$ cat src/sv/reduced_fraction_accumulator_assert.svh
// Assertion macros used by the controller module.
`ifndef REDUCED_FRACTION_ACCUMULATOR_ASSERT_SVH
`define REDUCED_FRACTION_ACCUMULATOR_ASSERT_SVH
`ifndef SYNTHESIS
// Check that an implication holds in the same cycle.
`define RFA_ASSERT_NOW(lbl, ante, cons, msg) \
	lbl: assert property (@(posedge clk) disable iff (!arst_n) (ante) |-> (cons)) \
		else $error(msg);
// Check that an implication holds in the next cycle.
`define RFA_ASSERT_NEXT(lbl, ante, cons, msg) \
	lbl: assert property (@(posedge clk) disable iff (!arst_n) (ante) |=> (cons)) \
		else $error(msg);
`else
`define RFA_ASSERT_NOW(lbl, ante, cons, msg)
`define RFA_ASSERT_NEXT(lbl, ante, cons, msg)
`endif
`endif

$ cat src/sv/rfa_pkg.sv
package rfa_pkg;
	localparam int VALUE_WIDTH = 32;
	localparam int SW = 2 * VALUE_WIDTH + 1;
	localparam int MW = 2 * VALUE_WIDTH;
	localparam int KW = $clog2(MW + 1);

	typedef enum logic [1:0] {
		ACT_ADD  = 2'd0,
		ACT_DIV  = 2'd1,
		ACT_LOAD = 2'd2,
		ACT_NONE = 2'd3
	} action_t;

	typedef enum logic [1:0] {
		MUL_HN_D = 2'd0,
		MUL_HD_C = 2'd1,
		MUL_HD_D = 2'd2,
		MUL_HD_Q = 2'd3
	} mul_sel_t;

	typedef enum logic [2:0] {
		NUM_HOLD = 3'd0,
		NUM_PROD = 3'd1,
		NUM_ADD  = 3'd2,
		NUM_HN   = 3'd3,
		NUM_C    = 3'd4
	} num_op_t;

	typedef enum logic [1:0] {
		DEN_HOLD = 2'd0,
		DEN_PROD = 2'd1,
		DEN_D    = 2'd2
	} den_op_t;

	typedef struct packed {
		logic     load_in;
		logic     mul_en;
		mul_sel_t mul_sel;
		num_op_t  num_op;
		den_op_t  den_op;
		logic     gcd_init;
		logic     gcd_step;
		logic     div_init;
		logic     div_step;
		logic     commit;
	} rfa_cmd_t;

	typedef struct packed {
		action_t act;
		logic    gcd_done;
		logic    div_done;
		logic    out_free;
	} rfa_status_t;
endpackage

$ cat src/sv/rfa_controller.sv
`include "reduced_fraction_accumulator_assert.svh"
module rfa_controller (
	input  logic                 clk,
	input  logic                 arst_n,
	input  logic                 in_valid,
	output logic                 in_ready,
	input  rfa_pkg::rfa_status_t status,
	output rfa_pkg::rfa_cmd_t    cmd
);
	import rfa_pkg::*;

	typedef enum logic [9:0] {
		S_IDLE = 10'b0000000001,
		S_M0   = 10'b0000000010,
		S_M1   = 10'b0000000100,
		S_M2   = 10'b0000001000,
		S_M3   = 10'b0000010000,
		S_PREP = 10'b0000100000,
		S_GCD  = 10'b0001000000,
		S_GSET = 10'b0010000000,
		S_DIV  = 10'b0100000000,
		S_DONE = 10'b1000000000
	} state_t;

	state_t state_q, state_n;

	assign in_ready = (state_q == S_IDLE);

	// Sequence the operation
	always_comb begin
		state_n = state_q;
		cmd     = '0;
		unique case (state_q)
			S_IDLE: begin
				if (in_valid) begin
					cmd.load_in = 1'b1;
					state_n     = S_M0;
				end
			end
			S_M0: begin
				unique case (status.act)
					ACT_ADD: begin
						cmd.mul_en  = 1'b1;
						cmd.mul_sel = MUL_HN_D;
						state_n     = S_M1;
					end
					ACT_DIV: begin
						cmd.mul_en  = 1'b1;
						cmd.mul_sel = MUL_HD_Q;
						state_n     = S_M1;
					end
					ACT_LOAD: begin
						cmd.num_op = NUM_C;
						cmd.den_op = DEN_D;
						state_n    = S_PREP;
					end
					default: state_n = S_DONE;
				endcase
			end
			S_M1: begin
				if (status.act == ACT_ADD) begin
					cmd.num_op  = NUM_PROD;
					cmd.mul_en  = 1'b1;
					cmd.mul_sel = MUL_HD_C;
					state_n     = S_M2;
				end else begin
					cmd.num_op = NUM_HN;
					cmd.den_op = DEN_PROD;
					state_n    = S_PREP;
				end
			end
			S_M2: begin
				cmd.num_op  = NUM_ADD;
				cmd.mul_en  = 1'b1;
				cmd.mul_sel = MUL_HD_D;
				state_n     = S_M3;
			end
			S_M3: begin
				cmd.den_op = DEN_PROD;
				state_n    = S_PREP;
			end
			S_PREP: begin
				cmd.gcd_init = 1'b1;
				state_n      = S_GCD;
			end
			S_GCD: begin
				if (status.gcd_done) state_n = S_GSET;
				else cmd.gcd_step = 1'b1;
			end
			S_GSET: begin
				cmd.div_init = 1'b1;
				state_n      = S_DIV;
			end
			S_DIV: begin
				if (status.div_done) state_n = S_DONE;
				else cmd.div_step = 1'b1;
			end
			S_DONE: begin
				if (status.out_free) begin
					cmd.commit = 1'b1;
					state_n    = S_IDLE;
				end
			end
			default: state_n = S_IDLE;
		endcase
	end

	always_ff @(posedge clk or negedge arst_n) begin
		if (!arst_n) state_q <= S_IDLE;
		else state_q <= state_n;
	end

	`RFA_ASSERT_NOW(a_commit_free, cmd.commit, status.out_free, "commit while output full")
	`RFA_ASSERT_NEXT(a_gcd_exit, (state_q == S_GCD) && status.gcd_done, state_q == S_GSET, "gcd exit")
	`RFA_ASSERT_NEXT(a_accept_start, cmd.load_in, state_q == S_M0, "accept did not start")
endmodule

$ cat config.mk
export PLATFORM = sky130hd
export DESIGN_NAME = rfa_controller
export DESIGN_NICKNAME = d
export VERILOG_FILES = /design/src/sv/rfa_pkg.sv /design/src/sv/rfa_controller.sv
export VERILOG_INCLUDE_DIRS = /design/src /design/src/sv
export SDC_FILE = /design/constraint.sdc
export NUM_CORES = 1
export LEC_CHECK = 0
export BUFFER_PORTS_ARGS = -buffer_cell sky130_fd_sc_hd__clkbuf_2
export CORE_UTILIZATION = 38
export CTS_CLUSTER_DIAMETER = 100
export DETAILED_ROUTE_END_ITERATION = 16
export GPL_ROUTABILITY_DRIVEN = 1
export HOLD_SLACK_MARGIN = 0.12
export MAX_ROUTING_LAYER = met4
export SLEW_MARGIN = 20
export SYNTH_ARGS = -nofsm -noshare
export SYNTH_HDL_FRONTEND = slang
export SYNTH_SLANG_ARGS = --single-unit
$ cat constraint.sdc
create_clock -name clk -period 2.1 [get_ports clk]
set_clock_uncertainty 0.1 [all_clocks]
set_input_delay 0.105 -clock clk [delete_from_list [all_inputs] [get_ports clk]]
set_output_delay 0.105 -clock clk [all_outputs]
set_load 0.005 [all_outputs]
==> results of run 1 <==
==> critical path, stage by stage (launching register included) <==
cell and delay, ns:
dfrtp_1 0.44, nor3_4 0.27, nand3_2 0.14, or3_4 0.39
a21oi_2 0.13, or2_1 0.10, buf_2 0.10
==> stage by stage <==
step | setup TNS [ns] | hold slack, ns | cell area [sq um]
floorplan | 0 | -0.291 | 744
global placement | 0 | -0.109 | 871
detailed placement | 0 | -0.108 | 871
CTS | 0 | 0.135 | 982
global route | -0.104 | 0.160 | 1010
finish | 0 | 0.137 | 1010
==> path summary, 6_finish.rpt <==
| check | endpoint | slack [ns] | cells past startpoint |
|---|---|---|---|
| worst min-delay path | state_q[3]$_DFFE_PN0P_ | 0.14 | 2 |
| max in group asynchronous | state_q[0]$_DFFE_PN1P_ | 1.48 | 2 |
| worst min register to register | state_q[5]$_DFFE_PN0P_ | 0.54 | 1 |
| worst max register to register | state_q[0]$_DFFE_PN1P_ | 0.33 | 5 |
| min in group clk | state_q[9]$_DFFE_PN0P_ | 0.14 | 4 |
| worst max-delay path | cmd[12] | 0.07 | 6 |
==> placed cells by master (no fill, tap or decap), types with 2 or more instances in the layout <==
| master | count |
|---|---|
| nand4_1 | 3 |
| nor3_1 | 3 |
| a32o_1 | 2 |
| nand3_2 | 2 |
| and3_1 | 2 |
| a21oi_1 | 2 |
| dlygate4sd3_1 | 6 |
| a21oi_2 | 2 |
| nor2b_1 | 2 |
| or2_1 | 4 |
| buf_4 | 5 |
| dfrtp_1 | 7 |
| buf_2 | 2 |
| xor2_1 | 2 |
| o21ai_1 | 3 |
| nor2_1 | 8 |
| o21ai_0 | 5 |
| clkbuf_2 | 20 |
| clkbuf_4 | 3 |
| nand2b_1 | 3 |
| nor4_1 | 3 |
| nand2_1 | 2 |
| nor3_4 | 2 |
| inv_1 | 8 |
| and2_1 | 2 |
| dfrtp_2 | 2 |
==> cell families (layout without fill, tap and decap cells) <==
kind of cell	Yosys count	count (layout)	share of synthesized area
flip-flops	10	10	0.338
XOR/XNOR	2	2	0.0235
AO/OA/AOI/OAI	20	20	0.170
buffers and inverters	11	45	0.0706
AND/OR/NAND/NOR	45	45	0.398
==> repair_timing <==
item                       in CTS  in global routing
cloned                          0                  0
hold endpoints to repair       16                  0
setup endpoints to repair       1                  4
buffers inserted                2                  2
pin swaps                       4                  4
hold buffers                    6                  0
gates resized for setup         4                  5
==> metal layers <==
metal	GRT usage	up-vias	share of wire
met5	-	-	0
met4	0.0529	0	0.0064
met3	0.0353	2	0.039
met2	0.287	19	0.46
met1	0.274	350	0.49
li1	-	387	-
==> area by class of cell <==
type / instances / area [sq um] / area share
multi-input combinational: 67 / 460 / 0.456
timing repair buffer: 33 / 208 / 0.206
tap: 25 / 31.3 / 0.0310
sequential: 10 / 254 / 0.252
inverter: 8 / 30.0 / 0.0297
clock buffer: 4 / 26.3 / 0.0260
==> power breakdown <==
group	leakage [nW]	internal [mW]	switching (mW)
Sequential	0.132	0.230	0.0621
Combinational	0.367	0.199	0.206
Clock	0.0150	0.0733	0.0708
Total	0.513	0.502	0.339
==> summary.txt, run 1 <==
Routability cong. -> 0.901
Largest register FFs -> 10
Number of global-route vias before repair -> 637
Final worst slack -> 0.0695 ns
Layout net count -> 131
Die extent in y -> 46.3 um
Most common library cells after synthesis -> dfrtp_1, nor2_1, inv_1, o21ai_0
Hold crit path type -> in2async
IO buf count -> 22
Tot GR Track Use -> 0.196
Number of top-level pins -> 23
Syn Inst Count -> 88
Iteration-0 DRC Markers -> 6
Detail Route Antenna Nets -> 0
RSZ-0062 raised after global routing -> yes
Status -> finished, final reports clean
Peak VDD IR -> 0.000511 V
Clk pin slew, worst setup/hold paths -> 0.08 ns
Via-to-Cell Ratio -> 5.16
Reg with most FFs -> state_q
Crit path launch type -> flip-flop
Initial antenna violation count -> 0
Tightest slew margin relative to the limit -> 0.763
Area Overhead vs Synth -> 35.6%
Syn Area/Cell -> 8.46 sq um
Pwr Total -> 841 uW
Leak -> 0.513 nW
WL final -> 1880 um
Finish-stage setup viols -> 0
Largest net degree at the start of global routing -> 11
Post-route insts no fill -> 147
CTS max path bufs -> 2
Number of distinct library cells after synthesis -> 36
Post-synth top area share -> 0.303
Via count -> 758
Antenna cell count -> 0
Die area -> 2140 sq um
Async S/R FF share, synth -> 1.00
CTS buffer count -> 3
CP startpoint -> state_q[9]$_DFFE_PN0P_
CTS tree -> done
Pre-Repair DR Iteration Count -> 4
Reg2Reg Launch Point -> state_q[1]$_DFFE_PN0P_
Top cells by area, synth -> dfrtp_1, nor2_1, nor3_4, inv_1, dfstp_2
# rows -> 15
Crit end category -> output port
Clk root buf -> clkbuf_4
CP Class -> reg2out
Clk_lat worst skew -> 0.26 ns
Sink Count -> 10
Synth Net Count -> 96
Max-slew violation count -> 0
Sequential share of the synthesized area -> 0.338
Ys Warns -> 0
Cell taking the most area after synthesis -> dfrtp_1
Core area -> 1780 sq um
Final HPWL DP -> 1370 um
# DRC -> 0
Yosys reg bits -> 10
Worst endpoint data arrival time -> 1.83 ns
Biggest regs -> state_q (10)
Fin crit period -> 2.03 ns
Max H-tree Level -> 1
Final Hold Viols -> 0
Power density cells -> 833 nW/um^2
CP Data Required Time -> 1.89 ns
Avg WL per Cell -> 12.8 um
Final global-route overflow total -> 0
Initial Utilization -> 0.418
EDFF count, synth -> 0
Die Wd -> 46.3 um
First-pass GRT wire length -> 2840 um
DP Worst Slack -> 0.239 ns
Final Cycle Share -> 0.967
CP max FO -> 5
Layout filler cell count -> 162
DP Cell Count -> 133
Dominant synthesized flop cell -> dfrtp_1
Share of layout cells above drive strength 1 -> 0.377
Max_cap viols -> 0
FMAX -> 0.492 GHz
Final Util -> 0.566
Slew @ Worst Pin -> 0.352 ns
Synth Cell Area -> 744 sq um
(Power assumes the default switching activity.)
==> inputs of run 2 (changes only) <==
--- a/config.mk
+++ b/config.mk
@@ -7,12 +7,15 @@
 export NUM_CORES = 1
 export LEC_CHECK = 0
 export BUFFER_PORTS_ARGS = -buffer_cell sky130_fd_sc_hd__clkbuf_2
+export CAP_MARGIN = 15
 export CORE_UTILIZATION = 38
+export CTS_BUF_LIST = sky130_fd_sc_hd__clkbuf_8
 export CTS_CLUSTER_DIAMETER = 100
 export DETAILED_ROUTE_END_ITERATION = 16
 export GPL_ROUTABILITY_DRIVEN = 1
 export HOLD_SLACK_MARGIN = 0.12
 export MAX_ROUTING_LAYER = met4
+export SETUP_SLACK_MARGIN = 0.4
 export SLEW_MARGIN = 20
 export SYNTH_ARGS = -nofsm -noshare
 export SYNTH_HDL_FRONTEND = slang
==> summary.txt, run 2 (same netlist as run 1, synthesis figures left out) <==
Crit end category -> output port
Final Hold Viols -> 0 (unchanged)
DP Cell Count -> 133 (unchanged)
CP max FO -> 4 (-1)
Largest register FFs -> 10 (unchanged)
Max H-tree Level -> 1 (unchanged)
Final worst slack -> 0.118 ns (+0.0488 ns)
Final HPWL DP -> 1370 um (unchanged)
Core area -> 1780 sq um (unchanged)
Die Wd -> 46.3 um (unchanged)
Buf+Inv Stages, Crit Path -> 2 (+1)
# DRC -> 0 (unchanged)
Clk_lat worst skew -> 0.24 ns (-0.02 ns)
Tot GR Track Use -> 0.230 (+0.0343)
# rows -> 15 (unchanged)
Crit-path cells -> nor3_4 -> nand3_2 -> buf_4 -> nor3_2 -> nand2_1 -> a21oi_1 -> clkbuf_2
Iteration-0 DRC Markers -> 31 (+25)
Setup TNS -> 0 ns (unchanged)
Max_cap viols -> 0 (unchanged)
Power density cells -> 1010 nW/um^2 (+21%)
DP Worst Slack -> 0.239 ns (unchanged)
Routability cong. -> 0.901 (unchanged)
CTS tree -> done
Final Util -> 0.716 (+0.150)
Share of layout cells above drive strength 1 -> 0.549 (+0.172)
Via count -> 862 (+14%)
Reg area -> 258 sq um (+1.5%)
Area Overhead vs Synth -> 71.6%
Clk pin slew, worst setup/hold paths -> 0.05 ns (-0.03 ns)
Layout net count -> 151 (+15%)
Tightest slew margin relative to the limit -> 0.809 (+0.0458)
Reg with most FFs -> state_q
First-pass GRT wire length -> 3330 um (+17%)
Worst endpoint data arrival time -> 1.78 ns (-0.05 ns)
GR Util met3 -> 0.0353 (unchanged)
Crit path launch type -> flip-flop
Final global-route overflow total -> 0 (unchanged)
Clk root buf -> clkbuf_8
CP Class -> reg2out
Commonest non-fill, non-tap cell in the layout -> buf_4
Finish-stage setup viols -> 0 (unchanged)
WL final -> 2360 um (+26%)
Max-slew violation count -> 0 (unchanged)
Via-to-Cell Ratio -> 5.16 (+0.10%)
Peak VDD IR -> 0.000689 V (+35%)
CP Data Required Time -> 1.89 ns (about the same)
Top delay family on crit path -> simple AND/OR/NAND/NOR gates
Routing usage on met1 -> 0.305 (+0.0313)
Number of top-level pins -> 23 (unchanged)
Hold crit path type -> in2reg
Initial antenna violation count -> 0 (unchanged)
Avg WL per Cell -> 14.2 um (+11%)
Largest net degree at the start of global routing -> 11 (unchanged)
CTS max path bufs -> 2 (unchanged)
Die extent in y -> 46.3 um (unchanged)
Post-route insts no fill -> 167 (+14%)
Initial Utilization -> 0.418 (unchanged)
Sink Count -> 10 (unchanged)
Area of the multi-input gates -> 533 sq um (+16%)
Met2 Usage GRT -> 0.358 (+0.0704)
Busiest layer in global routing -> met2
Pre-Repair DR Iteration Count -> 4 (unchanged)
CTS buffer count -> 3 (unchanged)
Antenna cell count -> 0 (unchanged)
Leak -> 0.635 nW (+24%)
Status -> finished, final reports clean
Fin crit period -> 1.98 ns (-0.0488 ns)
Detail Route Antenna Nets -> 0 (unchanged)
IO buf count -> 22 (unchanged)
Number of global-route vias before repair -> 738 (+16%)
FMAX -> 0.505 GHz (+2.5%)
Final Cycle Share -> 0.944 (-0.0232)
RSZ-0062 raised after global routing -> yes
Slew @ Worst Pin -> 0.286 ns (-0.0654 ns)
Layout filler cell count -> 133 (-18%)
Biggest regs -> state_q (10)
Slowest CP cell -> dfrtp_2
Critical Path Max Stage Delay -> 0.43 ns (about the same)
Most frequent cells in the layout -> buf_4, clkbuf_2, inv_1
Die area -> 2140 sq um (unchanged)
## run 2: cell types whose count changed in the layout (fill, tap and decap cells not counted), moves of 2 or more
cell      previous run  this run
buf_4                5        22
buf_6                0         5
nor2_4               1         5
clkbuf_4             3         0
clkbuf_8             0         3
dfrtp_1              7         4
dfrtp_2              2         5
nor2_1               8         5
nor4_1               3         1
## run 2: path summary, 6_finish.rpt
path	depth (start not counted)	startpoint	end	slack [ns]
setup / recovery	7	state_q[9]$_DFFE_PN0P_	cmd[10]	0.12
hold / removal	4	status[3]	state_q[3]$_DFFE_PN0P_	0.17
setup reg to reg	7	state_q[9]$_DFFE_PN0P_	state_q[5]$_DFFE_PN0P_	0.21
hold reg to reg	1	state_q[4]$_DFFE_PN0P_	state_q[5]$_DFFE_PN0P_	0.56
max in group asynchronous	2	arst_n	state_q[0]$_DFFE_PN1P_	1.44
min in group asynchronous	2	arst_n	state_q[2]$_DFFE_PN0P_	0.18
## run 2: layer usage
metal,up-vias,routed length [um]
met5,-,0
met4,0,9
met3,2,102
met2,26,1210
met1,415,1050
li1,419,-
## run 2: stage by stage
| step | cell area [sq um] | power (mW) | hold slack [ns] |
|---|---|---|---|
| floorplan | 744 | 0.553 | -0.291 |
| global placement | 871 | 0.657 | -0.109 |
| detailed placement | 871 | 0.659 | -0.108 |
| CTS | 1180 | 1.16 | 0.156 |
| global route | 1280 | 1.38 | 0.207 |
| finish | 1280 | 1.29 | 0.170 |
## run 2: report_power, final
group	switching [mW]	total, mW	internal (mW)
clock network	0.0791	0.207	0.128
registers	0.0452	0.278	0.233
logic	0.362	0.807	0.445
total	0.486	1.29	0.806
## run 2: final cells by class
cell class / instances / area share
clock inverters: 1 / 0.00294
clock buffers: 3 / 0.0323
repair buffers: 53 / 0.295
well taps: 25 / 0.0245
inverters: 8 / 0.0264
flip-flops and latches: 10 / 0.202
multi-input cells: 67 / 0.417
## run 2: timing repair
item / CTS / global route
hold endpoints to repair: 15 / 0
buffers inserted: 20 / 5
gates resized for setup: 16 / 16
hold buffers: 5 / 0
pin swaps: 12 / 8
setup endpoints to repair: 15 / 20
## run 2: tightest hold or removal path, cell delays in order
cell and delay, ns:
clkbuf_2 0.15, nor2_1 0.08, inv_1 0.09, nor2_1 0.04
==> inputs of run 3 (changes only) <==
--- a/config.mk
+++ b/config.mk
@@ -8,7 +8,7 @@
 export LEC_CHECK = 0
 export BUFFER_PORTS_ARGS = -buffer_cell sky130_fd_sc_hd__clkbuf_2
 export CAP_MARGIN = 15
-export CORE_UTILIZATION = 38
+export CORE_UTILIZATION = 35
 export CTS_BUF_LIST = sky130_fd_sc_hd__clkbuf_8
 export CTS_CLUSTER_DIAMETER = 100
 export DETAILED_ROUTE_END_ITERATION = 16
==> summary.txt, run 3 (same netlist as run 1, synthesis figures left out) <==
Status -> finished, final reports clean
FMAX -> 0.517 GHz (+2.5%)
WL final -> 2180 um (-7.8%)
CTS max path bufs -> 2 (unchanged)
Via-to-Cell Ratio -> 5.05 (-2.1%)
CTS buffer count -> 3 (unchanged)
Detail Route Antenna Nets -> 0 (unchanged)
Commonest non-fill, non-tap cell in the layout -> buf_4
First-pass GRT wire length -> 3150 um (-5.4%)
Clk_lat worst skew -> 0.24 ns (about the same)
CP Data Required Time -> 1.89 ns (about the same)
Hold crit path type -> in2reg
Biggest regs -> state_q (10)
Pwr Total -> 1.19 mW (-7.8%)
Clk root buf -> clkbuf_8
Area Overhead vs Synth -> 63.0%
Power density cells -> 982 nW/um^2 (-2.9%)
Crit path launch type -> flip-flop
Iteration-0 DRC Markers -> 31 (unchanged)
Tot GR Track Use -> 0.215 (-0.0153)
RSZ-0062 raised after global routing -> yes
R2r setup slk -> 0.35 ns (+0.14 ns)
Min-Delay Path Depth -> 4 (unchanged)
Worst endpoint data arrival time -> 1.73 ns (-0.05 ns)
Crit end category -> output port
Most frequent cells in the layout -> buf_4, clkbuf_2, inv_1
# rows -> 16 (+1)
Max H-tree Level -> 1 (unchanged)
IO buf count -> 22 (unchanged)
Avg WL per Cell -> 13.3 um (-6.1%)
Clk pin slew, worst setup/hold paths -> 0.05 ns (about the same)
Layout filler cell count -> 163 (+23%)
Via count -> 829 (-3.8%)
Layout net count -> 146 (-3.3%)
Sink Count -> 10 (unchanged)
Max-slew violation count -> 0 (unchanged)
Final Cycle Share -> 0.921 (-0.0227)
Die Wd -> 48.1 um (+4.0%)
Slew @ Worst Pin -> 0.275 ns (-0.0109 ns)
Pre-Repair DR Iteration Count -> 4 (unchanged)
Leak -> 0.611 nW (-3.7%)
Setup TNS -> 0 ns (unchanged)
Fin crit period -> 1.93 ns (-0.0477 ns)
Number of top-level pins -> 23 (unchanged)
Worst hold start -> status[0]
Final global-route overflow total -> 0 (unchanged)
Largest register FFs -> 10 (unchanged)
Number of global-route vias before repair -> 697 (-5.6%)
Reg2Reg Launch Point -> state_q[8]$_DFFE_PN0P_
Max_cap viols -> 0 (unchanged)
Share of layout cells above drive strength 1 -> 0.518 (-0.0310)
Tightest slew margin relative to the limit -> 0.816 (+0.00730)
Finish-stage setup viols -> 0 (unchanged)
CP max FO -> 4 (unchanged)
Final HPWL DP -> 1320 um (-4.2%)
Die extent in y -> 48.1 um (+4.0%)
Hold Crit Endpoint -> state_q[9]$_DFFE_PN0P_
Initial antenna violation count -> 0 (unchanged)
Core area -> 1980 sq um (+11%)
Worst flop-to-flop path endpoint -> state_q[0]$_DFFE_PN1P_
CTS tree -> done
Antenna cell count -> 0 (unchanged)
Routability cong. -> 0.762 (-15%)
CP startpoint -> state_q[6]$_DFFE_PN0P_
Largest net degree at the start of global routing -> 11 (unchanged)
Final Hold Viols -> 0 (unchanged)
# DRC -> 0 (unchanged)
Reg with most FFs -> state_q
Peak VDD IR -> 0.000475 V (-31%)
Die area -> 2320 sq um (+8.2%)
Initial Utilization -> 0.376 (-0.0419)
Worst Reg-to-Reg Cells -> 6 (-1)
CP Class -> reg2out
[run 3: changes by cell type in the layout (fill, tap and decap cells not counted), sizes merged]
cell / delta
clkbuf: -4
clkinvlp: -1
buf: -1
inv: +1
[run 3: worst max-delay path, stage by stage (launching register included)]
cell and delay (ns):
dfrtp_2 0.42, nor3_4 0.22, nand3_2 0.14, or3_4 0.38, a21oi_2 0.13, or2_1 0.11, clkbuf_2 0.10
[run 3: per-stage QoR]
step | utilization | instances | instance area [sq um] | worst slack, ns | hold slack (ns)
after floorplan | - | 88 | 744 | 0.444 | -0.291
after CTS | 0.592 | 162 | 1170 | 0.160 | 0.155
after global routing | 0.612 | 164 | 1210 | 0.0801 | 0.180
after detailed placement | 0.448 | 137 | 888 | 0.236 | -0.110
after global placement | 0.448 | 137 | 888 | 0.297 | -0.106
final | 0.612 | 164 | 1210 | 0.166 | 0.155
[run 3: layout make-up]
cell class / instances / area [sq um] / area share
flip-flops and latches: 10 / 256 / 0.211
multi-input cells: 67 / 523 / 0.431
inverters: 8 / 30.0 / 0.0247
clock inverters: 1 / 3.75 / 0.00309
repair buffers: 48 / 325 / 0.268
well taps: 27 / 33.8 / 0.0278
clock buffers: 3 / 41.3 / 0.0340
[run 3: report_power, final]
part | switching, mW | leakage [nW] | internal (mW)
Sequential | 0.0424 | 0.129 | 0.232
Clock | 0.0847 | 0.0269 | 0.129
Combinational | 0.329 | 0.456 | 0.375
Total | 0.456 | 0.611 | 0.736
[run 3: worst max path at each step]
stage                          to  slack, ns
after floorplan           cmd[12]       0.44
after global placement    cmd[12]       0.30
after detailed placement  cmd[12]       0.24
after CTS                 cmd[12]       0.16
after global routing      cmd[12]       0.08
final                     cmd[12]       0.17
[run 3: what timing repair did]
item / 4_1_cts / 5_1_grt
buffers inserted: 16 / 2
pin swaps: 12 / 9
hold endpoints to repair: 15 / 0
hold buffers: 5 / 0
setup endpoints to repair: 15 / 19
resized for setup: 18 / 12
[run 3: per-layer routing]
| metal | track usage | share of wire | vias up |
|---|---|---|---|
| met1 | 0.260 | 0.46 | 390 |
| met4 | 0.0833 | 0.020 | 0 |
| li1 | - | - | 413 |
| met5 | - | 0 | - |
| met3 | 0.0333 | 0.033 | 4 |
| met2 | 0.357 | 0.49 | 22 |
